## config.mk

```make
export PLATFORM = sky130hd
export DESIGN_NAME = thrm_queue
export DESIGN_NICKNAME = d
export VERILOG_FILES = /design/src/hw/rtl/thrm_pkg.sv /design/src/hw/rtl/thrm_queue.sv
export SDC_FILE = /design/constraint.sdc
export NUM_CORES = 1
export LEC_CHECK = 0
export BUFFER_PORTS_ARGS = -buffer_cell sky130_fd_sc_hd__clkbuf_2
export CELL_PAD_IN_SITES_DETAIL_PLACEMENT = 1
export CELL_PAD_IN_SITES_GLOBAL_PLACEMENT = 2
export CORE_MARGIN = 3
export CORE_UTILIZATION = 35
export CTS_BUF_LIST = sky130_fd_sc_hd__clkbuf_2 sky130_fd_sc_hd__clkbuf_4 sky130_fd_sc_hd__clkbuf_8
export DETAILED_ROUTE_END_ITERATION = 10
export PLACE_DENSITY = 0.75
export REMOVE_ABC_BUFFERS = 1
export SLEW_MARGIN = 20
export SYNTH_ARGS = -nofsm -noshare
export SYNTH_HDL_FRONTEND = slang
export SYNTH_SLANG_ARGS = --single-unit
```

## constraint.sdc

```tcl
create_clock -name clock -period 7.45 [get_ports clock]
set_input_delay 0.745 -clock clock [delete_from_list [all_inputs] [get_ports clock]]
set_output_delay 0.745 -clock clock [all_outputs]
set_load 0.005 [all_outputs]
```

## src/hw/rtl/thrm_pkg.sv

```systemverilog
`default_nettype none
package thrm_pkg;

   localparam int PATTERN_MAX = 1024;
   localparam int TEXT_MAX    = 1048576;
   localparam int RING_AW     = $clog2(PATTERN_MAX);
   localparam int LEN_W       = $clog2(PATTERN_MAX + 1);
   localparam int TPOS_W      = $clog2(TEXT_MAX + 1);
   localparam int POS_W       = 20;
   localparam int CNT_W       = 21;
   localparam int HW          = 31;
   localparam int XW          = 40;

   localparam logic [CNT_W-1:0] HIT_SAT = '1;

   localparam logic ACT_PATTERN  = 1'b0;
   localparam logic ACT_TEXT     = 1'b1;
   localparam logic KIND_MATCH   = 1'b0;
   localparam logic KIND_SUMMARY = 1'b1;

   typedef logic [HW-1:0] hash_type;
   typedef hash_type [2:0] hash3_type;

   localparam hash3_type P_MOD = {31'd1000000009, 31'd1000000007, 31'd1610612741};
   // floor(2^41 / p) for the quotient estimate
   localparam logic [2:0][11:0] INV = {12'd2199, 12'd2199, 12'd1365};
   // first base is applied as 173 * (h / 2) since 2 * base = p + 173
   localparam logic [2:0][7:0] MULT = {8'd31, 8'd53, 8'd173};
   localparam logic [7:0] SYM_OFS = 8'd96;

   typedef struct packed {
      logic       action;
      logic [7:0] char_value;
      logic       is_final;
   } req_type;

   typedef struct packed {
      logic             kind;
      logic [POS_W-1:0] position;
      logic [CNT_W-1:0] match_count;
      logic             error;
      logic             run_end;
   } rsp_type;

   typedef struct packed {
      logic       is_text;
      logic [7:0] ch;
      logic       fin;
      hash3_type  sym;
   } qent_type;

   typedef struct packed {
      logic             is_text;
      logic             work;
      logic             drop;
      logic             chk;
      logic             fin;
      logic             err;
      logic             clr;
      logic [POS_W-1:0] pos;
   } ctl_type;

   function automatic hash_type sym_val(logic [7:0] b, hash_type p);
      if (b >= SYM_OFS) return HW'(b - SYM_OFS);
      else return p - HW'(SYM_OFS - b);
   endfunction

   function automatic hash_type mod_reduce(logic [XW-1:0] x, logic [1:0] k);
      logic [10:0] xh;
      logic [22:0] qp;
      logic [10:0] q;
      logic [41:0] qm;
      logic [32:0] r;
      xh = x[XW-1:29];
      qp = 23'(xh) * 23'(INV[k]);
      q  = qp[22:12];
      qm = 42'(q) * 42'(P_MOD[k]);
      r  = 33'(42'(x) - qm);
      // estimate is at most two short
      if (r >= 33'(P_MOD[k])) r = r - 33'(P_MOD[k]);
      if (r >= 33'(P_MOD[k])) r = r - 33'(P_MOD[k]);
      return r[HW-1:0];
   endfunction

   function automatic logic [XW-1:0] mul_base(hash_type h, logic [1:0] k);
      logic [HW:0] t;
      if (k == 2'd0) begin
         t = h[0] ? ({1'b0, h} + {1'b0, P_MOD[0]}) : {1'b0, h};
         return XW'(t[HW:1]) * XW'(MULT[0]);
      end
      return XW'(h) * XW'(MULT[k]);
   endfunction

   function automatic hash_type hash_step(hash_type h, hash_type c, logic [1:0] k);
      return mod_reduce(mul_base(h, k) + XW'(c), k);
   endfunction

   function automatic hash_type mod_sub(hash_type a, hash_type b, hash_type p);
      logic [HW:0] t;
      if (a >= b) t = {1'b0, a} - {1'b0, b};
      else t = {1'b0, a} + ({1'b0, p} - {1'b0, b});
      return t[HW-1:0];
   endfunction

endpackage
`default_nettype wire

```

## src/hw/rtl/thrm_queue.sv

```systemverilog
`default_nettype none
module thrm_queue (
   input  wire logic                clock,
   input  wire logic                reset,
   input  wire logic                in_valid,
   output logic                     in_ready,
   input  wire thrm_pkg::qent_type  in_data,
   output logic                     out_valid,
   input  wire logic                out_ready,
   output thrm_pkg::qent_type       out_data
);
   import thrm_pkg::*;

   qent_type   slot_ff [4];
   logic [1:0] wp_ff, wp_in, rp_ff, rp_in;
   logic [2:0] cnt_ff, cnt_in;
   logic       push, pop;

   assign in_ready  = (cnt_ff != 3'd4);
   assign out_valid = (cnt_ff != 3'd0);
   assign out_data  = slot_ff[rp_ff];
   assign push      = in_valid && in_ready;
   assign pop       = out_valid && out_ready;

   always_comb begin
      wp_in  = push ? wp_ff + 2'd1 : wp_ff;
      rp_in  = pop ? rp_ff + 2'd1 : rp_ff;
      cnt_in = cnt_ff + 3'(push) - 3'(pop);
   end

   always_ff @(posedge clock) begin
      if (reset) begin
         wp_ff  <= '0;
         rp_ff  <= '0;
         cnt_ff <= '0;
      end else begin
         wp_ff  <= wp_in;
         rp_ff  <= rp_in;
         cnt_ff <= cnt_in;
      end
      if (push) begin
         slot_ff[wp_ff] <= in_data;
      end
   end

endmodule
`default_nettype wire

```

==> metrics.md <==
| Metric | Value |
|---|---|
| Outcome | `completed` |
| Placed instance count | `1366` |
| Detailed Route WL | `31600 um` |
| Number of DRC violations after detailed routing | `0` |
| Leak pwr | `6.19 nW` |
| Sequential share of the synthesized area | `81.5%` |
| Placement row count | `76` |
| Critical path's largest stage delay | `880 ps` |
| Startpoint class of the critical path | `register` |
| Number of buffers added for setup after CTS | `0` |
| Die area | `46600 um^2` |
| Final cell count without fillers | `1494` |
| Clock root buffer | `clkbuf_8` |
| Clock latency at the later pin of the worst-skew pair | `610 ps` |
| Overall die width | `216 um` |
| Number of hold violations in the final report | `0` |
| Area occupied by registers | `12600 um^2` |
| Total clock sinks | `421` |
| Number of flip-flops and latches in the synthesized netlist | `421` |
| Cts hold-fix bufs | `0` |
| Cell chain of the critical path | `buf_4, mux4_2, clkbuf_2` |
| Fraction of final layout cells sized beyond drive strength 1 | `49.0%` |
| Share of the clock period used by the worst path | `49.6%` |
| Worst-case headroom to the max-slew limit | `32.7%` |
| F_max | `0.271 GHz` |
| Synth unique cells | `26` |
| Largest fanout on the critical path | `63` |
| Maximum number of pins on one net before global-route repair | `64` |
| Worst hold path type | `input pin to register` |
| Post-synthesis instance total | `587` |
| Number of H-tree levels | `3` |
| Syn Std Cell Area | `15400 um^2` |
| Power density over cell area | `343 nW/um^2` |
| Post-synthesis average cell area | `26.2 um^2` |
| Count of warnings emitted by yosys | `0` |
| Clk buf depth | `3` |
| Post-layout minimum cycle time | `3690 ps` |
| Total via count in the routed design | `7020` |
| Number of detailed-routing iterations run before antenna repair | `6` |
| Routed wire length per instance | `21.1 um` |
| Global-route wire length before repair | `48800 um` |
| Antenna violations before repair | `3` |
| Type of the worst setup path | `register to output pin` |
| Top-area cell type share of the netlist area | `80.3%` |
| Worst Clk Skew | `10.0 ps` |
| Critical path capture point type | `output pin` |
| Number of nets in the final layout | `969` |
| Top area cells in the synthesized netlist | `edfxtp_1, mux4_2, dfxtp_1, buf_12, ha_1` |
| Count of endpoints failing setup in the final report | `0` |
| Count of maximum capacitance violations | `0` |
| Routed Antenna Nets | `0` |
| FILL cells | `4115` |
| Die boundary height | `216 um` |
| Cts bufs inserted | `72` |
| Area growth from synthesis to layout | `19.6%` |
| Yosys top cell by area | `edfxtp_1` |
| Initial core utilization | `35.6%` |
| Total track usage | `14.0%` |
| Largest voltage drop on the vdd net | `0.160 mV` |
| HPWL reported at the end of detailed placement | `18300 um` |
| Core area | `43300 um^2` |
| Number of primary I/O pins | `212` |
| CTS tree | `yes` |
| Setup slack, reg-to-reg | `4310 ps` |
| Resize count post-CTS | `0` |
| Drt initial violations | `417` |
| Number of global-route vias before repair | `8116` |
| Worst EP arrival | `2950 ps` |
| Drt via density | `4.70` |
| Most common library cell in the layout ignoring fill and taps | `edfxtp_1` |
| Summed negative setup slack over all endpoints | `0 ps` |
| Final number of max-transition violations | `0` |
| Most used cells in the layout excluding fill and tap cells | `edfxtp_1, clkbuf_2, mux4_2` |
| Required time worst endpoint | `6700 ps` |
| Routability congestion estimate from global placement | `0.686` |
| PortBufs | `211` |
| RSZ-0062 raised after global routing | `no` |
| Multi-input gate area in the final layout | `2590 um^2` |
| Clk pin slew, worst setup/hold paths | `60 ps` |
| Cell with the largest stage delay on the worst path | `buf_4` |
| Worst-Margin Slew | `1010 ps` |
| Grt ovf | `0` |
-- routing by layer --
metal / track usage (%) / routed length, um / up-vias
met5: 0 / 24 / -
met4: 5.57 / 719 / 4
met3: 4.21 / 2140 / 59
met2: 22.8 / 15700 / 228
met1: 17.5 / 12900 / 3661
li1: - / - / 3068
-- power by group --
part,switching (mW),internal [mW],leakage (nW)
registers,0.113,2.91,3.85
logic,0.643,0.635,1.60
clock network,0.886,1.13,0.745
total,1.64,4.68,6.19
-- final timing paths --
check	startpoint	endpoint	cells after the start
max	register	out_data[79]	3
min	in_data[69]	slot_ff[3][69]	1
max reg2reg	cnt_ff[1]	slot_ff[0][80]	4
min reg2reg	wp_ff[1]	wp_ff[1]	2
-- area by class of cell --
class / count / share of cell area [%]
Inverter: 5 / 0.102
Timing Repair Buffer: 218 / 6.02
Antenna cell: 2 / 0.0272
Sequential cell: 421 / 68.2
Multi-Input combinational cell: 137 / 14.1
Clock buffer: 103 / 6.68
Tap cell: 585 / 3.97
Clock inverter: 23 / 0.937
-- state kept, by name, indices dropped and copies added, names as in the netlist, named ones only --
signal and count:
cnt_ff 3, rp_ff 2, slot_ff 412, wp_ff 2
-- logic make-up (layout without fill, tap and decap cells) --
group | count (synthesis) | count (layout) | synth area share (%)
AO/OA/AOI/OAI | 3 | 3 | 0.163
AND/OR/NAND/NOR | 19 | 19 | 0.617
buffers and inverters | 29 | 349 | 1.74
XOR/XNOR | 3 | 3 | 0.171
adder cells (fa/ha/maj) | 7 | 7 | 0.617
multiplexers | 105 | 105 | 15.2
flip-flops | 421 | 421 | 81.5
other | 0 | 2 | 0
-- worst max-delay path: cells and delay by family (launching register included) --
family | cells | cell delay, ps
buf+inv | 2 | 1020
flops | 1 | 750
mux | 1 | 450
-- per-stage QoR --
step	setup WS (ps)	power, mW	util (%)	area (um^2)	hold slack (ps)
floorplan	1760	3.89	-	15200	481
global placement	3990	4.38	39.3	17000	512
detailed placement	3920	4.41	39.3	17000	522
CTS	3660	6.47	42.6	18400	277
global route	3560	6.67	42.6	18400	309
finish	3760	6.32	42.6	18400	360
-- synthesized netlist by cell type --
cell,n
mux2i_1,1
nand2_1,1
mux4_2,103
buf_12,8
clkbuf_1,1
or3_1,1
buf_4,3
nor3_1,1
fa_1,1
buf_2,8
nor2b_1,1
buf_1,3
dfxtp_1,9
o31a_1,1
nor2_1,8
o311ai_0,1
mux2_2,1
buf_6,1
edfxtp_1,412
a21boi_1,1
and2_1,5
xnor2_1,1
nand2b_1,2
inv_1,5
ha_1,6
xor2_1,2
No activity file was read; power rests on OpenSTA's default activity.
