## src/hw/rtl/thrm_pkg.sv

```systemverilog
`default_nettype none
package thrm_pkg;

   localparam int PATTERN_MAX = 1024;
   localparam int TEXT_MAX    = 1048576;
   localparam int RING_AW     = $clog2(PATTERN_MAX);
   localparam int LEN_W       = $clog2(PATTERN_MAX + 1);
   localparam int TPOS_W      = $clog2(TEXT_MAX + 1);
   localparam int POS_W       = 20;
   localparam int CNT_W       = 21;
   localparam int HW          = 31;
   localparam int XW          = 40;

   localparam logic [CNT_W-1:0] HIT_SAT = '1;

   localparam logic ACT_PATTERN  = 1'b0;
   localparam logic ACT_TEXT     = 1'b1;
   localparam logic KIND_MATCH   = 1'b0;
   localparam logic KIND_SUMMARY = 1'b1;

   typedef logic [HW-1:0] hash_type;
   typedef hash_type [2:0] hash3_type;

   localparam hash3_type P_MOD = {31'd1000000009, 31'd1000000007, 31'd1610612741};
   // floor(2^41 / p) for the quotient estimate
   localparam logic [2:0][11:0] INV = {12'd2199, 12'd2199, 12'd1365};
   // first base is applied as 173 * (h / 2) since 2 * base = p + 173
   localparam logic [2:0][7:0] MULT = {8'd31, 8'd53, 8'd173};
   localparam logic [7:0] SYM_OFS = 8'd96;

   typedef struct packed {
      logic       action;
      logic [7:0] char_value;
      logic       is_final;
   } req_type;

   typedef struct packed {
      logic             kind;
      logic [POS_W-1:0] position;
      logic [CNT_W-1:0] match_count;
      logic             error;
      logic             run_end;
   } rsp_type;

   typedef struct packed {
      logic       is_text;
      logic [7:0] ch;
      logic       fin;
      hash3_type  sym;
   } qent_type;

   typedef struct packed {
      logic             is_text;
      logic             work;
      logic             drop;
      logic             chk;
      logic             fin;
      logic             err;
      logic             clr;
      logic [POS_W-1:0] pos;
   } ctl_type;

   function automatic hash_type sym_val(logic [7:0] b, hash_type p);
      if (b >= SYM_OFS) return HW'(b - SYM_OFS);
      else return p - HW'(SYM_OFS - b);
   endfunction

   function automatic hash_type mod_reduce(logic [XW-1:0] x, logic [1:0] k);
      logic [10:0] xh;
      logic [22:0] qp;
      logic [10:0] q;
      logic [41:0] qm;
      logic [32:0] r;
      xh = x[XW-1:29];
      qp = 23'(xh) * 23'(INV[k]);
      q  = qp[22:12];
      qm = 42'(q) * 42'(P_MOD[k]);
      r  = 33'(42'(x) - qm);
      // estimate is at most two short
      if (r >= 33'(P_MOD[k])) r = r - 33'(P_MOD[k]);
      if (r >= 33'(P_MOD[k])) r = r - 33'(P_MOD[k]);
      return r[HW-1:0];
   endfunction

   function automatic logic [XW-1:0] mul_base(hash_type h, logic [1:0] k);
      logic [HW:0] t;
      if (k == 2'd0) begin
         t = h[0] ? ({1'b0, h} + {1'b0, P_MOD[0]}) : {1'b0, h};
         return XW'(t[HW:1]) * XW'(MULT[0]);
      end
      return XW'(h) * XW'(MULT[k]);
   endfunction

   function automatic hash_type hash_step(hash_type h, hash_type c, logic [1:0] k);
      return mod_reduce(mul_base(h, k) + XW'(c), k);
   endfunction

   function automatic hash_type mod_sub(hash_type a, hash_type b, hash_type p);
      logic [HW:0] t;
      if (a >= b) t = {1'b0, a} - {1'b0, b};
      else t = {1'b0, a} + ({1'b0, p} - {1'b0, b});
      return t[HW-1:0];
   endfunction

endpackage
`default_nettype wire

```

## src/hw/rtl/thrm_front.sv

```systemverilog
`default_nettype none
module thrm_front (
   input  wire logic               clock,
   input  wire logic               reset,
   input  wire logic               req_valid,
   output logic                    req_ready,
   input  wire thrm_pkg::req_type  req_data,
   output logic                    fq_valid,
   input  wire logic               fq_ready,
   output thrm_pkg::qent_type      fq_data
);
   import thrm_pkg::*;

   logic     f_v_ff, f_v_in;
   qent_type ent_ff, ent_in;

   assign req_ready = !f_v_ff || fq_ready;
   assign fq_valid  = f_v_ff;
   assign fq_data   = ent_ff;

   always_comb begin
      f_v_in = (req_valid && req_ready) || (f_v_ff && !fq_ready);
      ent_in.is_text = (req_data.action == ACT_TEXT);
      ent_in.ch      = req_data.char_value;
      ent_in.fin     = req_data.is_final;
      for (int k = 0; k < 3; k++) begin
         ent_in.sym[k] = sym_val(req_data.char_value, P_MOD[k]);
      end
   end

   always_ff @(posedge clock) begin
      if (reset) begin
         f_v_ff <= 1'b0;
      end else begin
         f_v_ff <= f_v_in;
      end
      if (req_valid && req_ready) begin
         ent_ff <= ent_in;
      end
   end

endmodule
`default_nettype wire

```

## config.mk

```make
export PLATFORM = sky130hd
export DESIGN_NAME = thrm_front
export DESIGN_NICKNAME = d
export VERILOG_FILES = /design/src/hw/rtl/thrm_pkg.sv /design/src/hw/rtl/thrm_front.sv
export SDC_FILE = /design/constraint.sdc
export NUM_CORES = 1
export LEC_CHECK = 0
export BUFFER_PORTS_ARGS = -buffer_cell sky130_fd_sc_hd__buf_2
export CAP_MARGIN = 25
export CORE_ASPECT_RATIO = 1.25
export CORE_UTILIZATION = 30
export CTS_CLUSTER_DIAMETER = 50
export DETAILED_ROUTE_END_ITERATION = 8
export PLACE_DENSITY = 0.55
export SYNTH_ARGS = -nofsm -noshare
export SYNTH_HDL_FRONTEND = slang
export SYNTH_SLANG_ARGS = --single-unit
```

## constraint.sdc

```tcl
create_clock -name clock -period 9.4 [get_ports clock]
set_input_delay 1.41 -clock clock [delete_from_list [all_inputs] [get_ports clock]]
set_output_delay 1.41 -clock clock [all_outputs]
set_load 0.01 [all_outputs]
```

==> metrics.md <==
| Metric | Value |
|---|---|
| Status | `finished clean` |
| Post-route DRC | `0` |
| Worst setup slack before clock tree synthesis | `4.93 ns` |
| Setup slack after layout | `5.27 ns` |
| Pin count of the biggest net entering global routing | `56` |
| Global-route wire length before repair | `11.4 mm` |
| Final design area excluding fillers | `3870 um2` |
| Clk network pwr share | `0.323` |
| Area of the mapped netlist | `3380 um2` |
| Die Outline Area | `11700 um2` |
| Combinational share of power | `0.198` |
| Count of port buffers added during placement | `118` |
| Finish-stage setup viols | `0` |
| Top-count cell post-synth | `sky130_fd_sc_hd__edfxtp_1` |
| Ratio of cells with drive above 1 in the final layout | `0.349` |
| Setup Buffers After CTS | `0` |
| Kind of start point of the critical path | `input port` |
| Hold Crit Class | `flip-flop to flip-flop` |
| Worst setup skew after layout | `0.00888 ns` |
| Post-synth EDFFs | `55` |
| Storage cell area | `1670 um2` |
| Net switching component of the power | `0.167 mW` |
| Layout overhead on the synthesized area | `14.6%` |
| Count of final max-slew check failures | `0` |
| Overall via count from detail_route | `2509` |
| Power density over cell area | `166 nW/um2` |
| Critical path capture point type | `flip-flop` |
| Post-route minimum period | `4.13 ns` |
| Post-synth top area share | `0.489` |
| Register share of total power | `0.479` |
| Switching fraction of total power | `0.260` |
| Routed length per placed instance | `14.1 um` |
| Period Utilization, post-route | `0.439` |
| Final cell utilization of the core | `0.359` |
| Dominant cells by area after synthesis | `sky130_fd_sc_hd__edfxtp_1, sky130_fd_sc_hd__buf_4, sky130_fd_sc_hd__xnor2_1` |
| Setup Crit Path Kind | `input port to flip-flop` |
| Internal power contribution | `0.474 mW` |
| X dimension of the die | `96.9 um` |
| Number of clock sinks | `56` |
| Number of optimization iterations in the first detailed-route pass | `4` |
| # nets final | `410` |
| Footprint of the multi-input gates | `1200 um2` |
| Number of instances in the synthesized netlist | `325` |
| Total number of H-tree levels | `2` |
| Cell chosen for the clock root | `sky130_fd_sc_hd__clkbuf_16` |
| Hold Worst Slack | `0.517 ns` |
| Largest fanout on the critical path | `18` |
| Die Height | `121 um` |
| CTS max path bufs | `2` |
| Synth area leader | `sky130_fd_sc_hd__edfxtp_1` |
| Filler instances | `1092` |
| Yosys warning total | `0` |
| Peak supply drop | `72.6 uV` |
| Async set or reset register ratio after synthesis | `0` |
| Flops & latches, synth | `56` |
| Number of global-route vias before repair | `2282` |
| Clock tree from TritonCTS | `done` |
| Clock buffer count from CTS | `5` |
| Std-Cell Rows | `42` |
| Vias per std cell | `4.86` |
| Proportion of synthesized chip area in sequential cells | `0.495` |
| Gpl congestion | `0.840` |
| Hold-fix buffer count after cts | `0` |
| Detailed Place HPWL | `5.33 mm` |
| Final hold vios | `0` |
| Distinct cell type count of the synthesized netlist | `47` |
| CTS clk-pin slew, worst paths | `0.07 ns` |
| Achievable frequency | `242 MHz` |
| Count of non-filler cells in the finished layout | `516` |
| Unrepaired setup endpoints after global routing | `false` |
| Detailed-route wire length | `7.28 mm` |
| Sum of internal, switching and leakage power | `0.641 mW` |
| Placed Instances | `508` |
| Global Route Usage Sum | `0.123` |
| Syn avg cell area | `10.4 um2` |
| Boundary pin count | `119` |
| Dominant register cell in the synthesized netlist | `sky130_fd_sc_hd__edfxtp_1` |
| Worst skew pair latency | `0.29 ns` |
| Initial standard-cell utilization of the core | `0.314` |
| Arrival time at the worst endpoint | `4.15 ns` |
| Total negative setup slack | `0 ns` |
| Crit path required time | `9.42 ns` |
| Slew Limit Headroom | `0.370` |
| Antenna Violating Nets Remaining | `0` |
| Total congestion overflow | `0` |
| Number of violations of the max-capacitance limit | `0` |
| Synthesized net count | `352` |
| Cell Area, Placed | `3710 um2` |
| Worst slew pin tran | `0.941 ns` |
| Number of antenna violations at the first check in global routing | `0` |
| Most common library cells after synthesis | `sky130_fd_sc_hd__edfxtp_1, sky130_fd_sc_hd__buf_4, sky130_fd_sc_hd__nand2_1` |
| Leakage power of the design | `1.61 nW` |
| DRC violation total after the first TritonRoute iteration | `210` |
| CTS resizes | `0` |
| Core region area | `10800 um2` |
| Antenna diode count | `0` |
==> critical path: stages <==
cell and delay, ns:
sky130_fd_sc_hd__buf_2 0.15, sky130_fd_sc_hd__inv_1 0.10, sky130_fd_sc_hd__ha_1 0.54, sky130_fd_sc_hd__or4b_1 0.66
sky130_fd_sc_hd__a31oi_1 0.78, sky130_fd_sc_hd__nand2_1 0.13, sky130_fd_sc_hd__ha_1 0.30, sky130_fd_sc_hd__o21ai_0 0.07
==> final cells by class <==
cell class,instances,area share
Inverter,17,0.0165
Clock buffer,7,0.0342
Sequential cell,56,0.432
Clock inverter,1,0.00775
Timing Repair Buffer,121,0.158
Tap cell,132,0.0426
Multi-Input combinational cell,182,0.309
==> power groups by stage <==
stage	Clock, mW	Combinational (mW)	Sequential, mW
after detailed placement	0	0.128	0.313
after global placement	0	0.128	0.313
after global routing	0.225	0.140	0.309
after CTS	0.216	0.129	0.308
after floorplan	0	0.0859	0.324
final	0.207	0.127	0.307
==> metal layers <==
layer	up-vias	GRT usage	wire length, um
li1	1221	-	-
met3	10	0.0283	456
met5	-	0	0
met1	1158	0.142	3020
met4	0	0.0522	153
met2	120	0.217	3650
==> cell families after synthesis <==
family,synth area share
muxes,0.00593
adders and majority gates,0.0481
DFF,0.495
AOI/OAI and AO/OA,0.134
buffers and inverters,0.153
and+or+nand+nor,0.104
xor gates and xnor gates,0.0596
==> flip-flops by register name (all words and copies together), names as in the netlist <==
signal and flops:
fq_valid 1, fq_data 55
==> placed cells by master (no fill, tap or decap), types with 4 or more instances in the layout <==
cell                        count
sky130_fd_sc_hd__a21oi_1       22
sky130_fd_sc_hd__buf_2        118
sky130_fd_sc_hd__o21ai_0       16
sky130_fd_sc_hd__nor3_1         4
sky130_fd_sc_hd__nor2_1         8
sky130_fd_sc_hd__a31oi_1       10
sky130_fd_sc_hd__inv_1         16
sky130_fd_sc_hd__clkbuf_16      5
sky130_fd_sc_hd__nand3_1        6
sky130_fd_sc_hd__ha_1          13
sky130_fd_sc_hd__xnor2_1       23
sky130_fd_sc_hd__edfxtp_1      55
sky130_fd_sc_hd__nand2b_1       5
sky130_fd_sc_hd__nand2_1       30
==> final timing paths <==
path,start,endpoint,slack [ns],cells past startpoint
max,req_data[1],fq_data[12]$_DFFE_PP_,5.27,8
min,fq_valid$_SDFF_PP0_,fq_valid$_SDFF_PP0_,0.52,2
max reg2reg,fq_valid$_SDFF_PP0_,fq_data[0]$_DFFE_PP_,7.90,3
min reg2reg,fq_valid$_SDFF_PP0_,fq_valid$_SDFF_PP0_,0.52,2
Power figures use the tool's default switching activity.
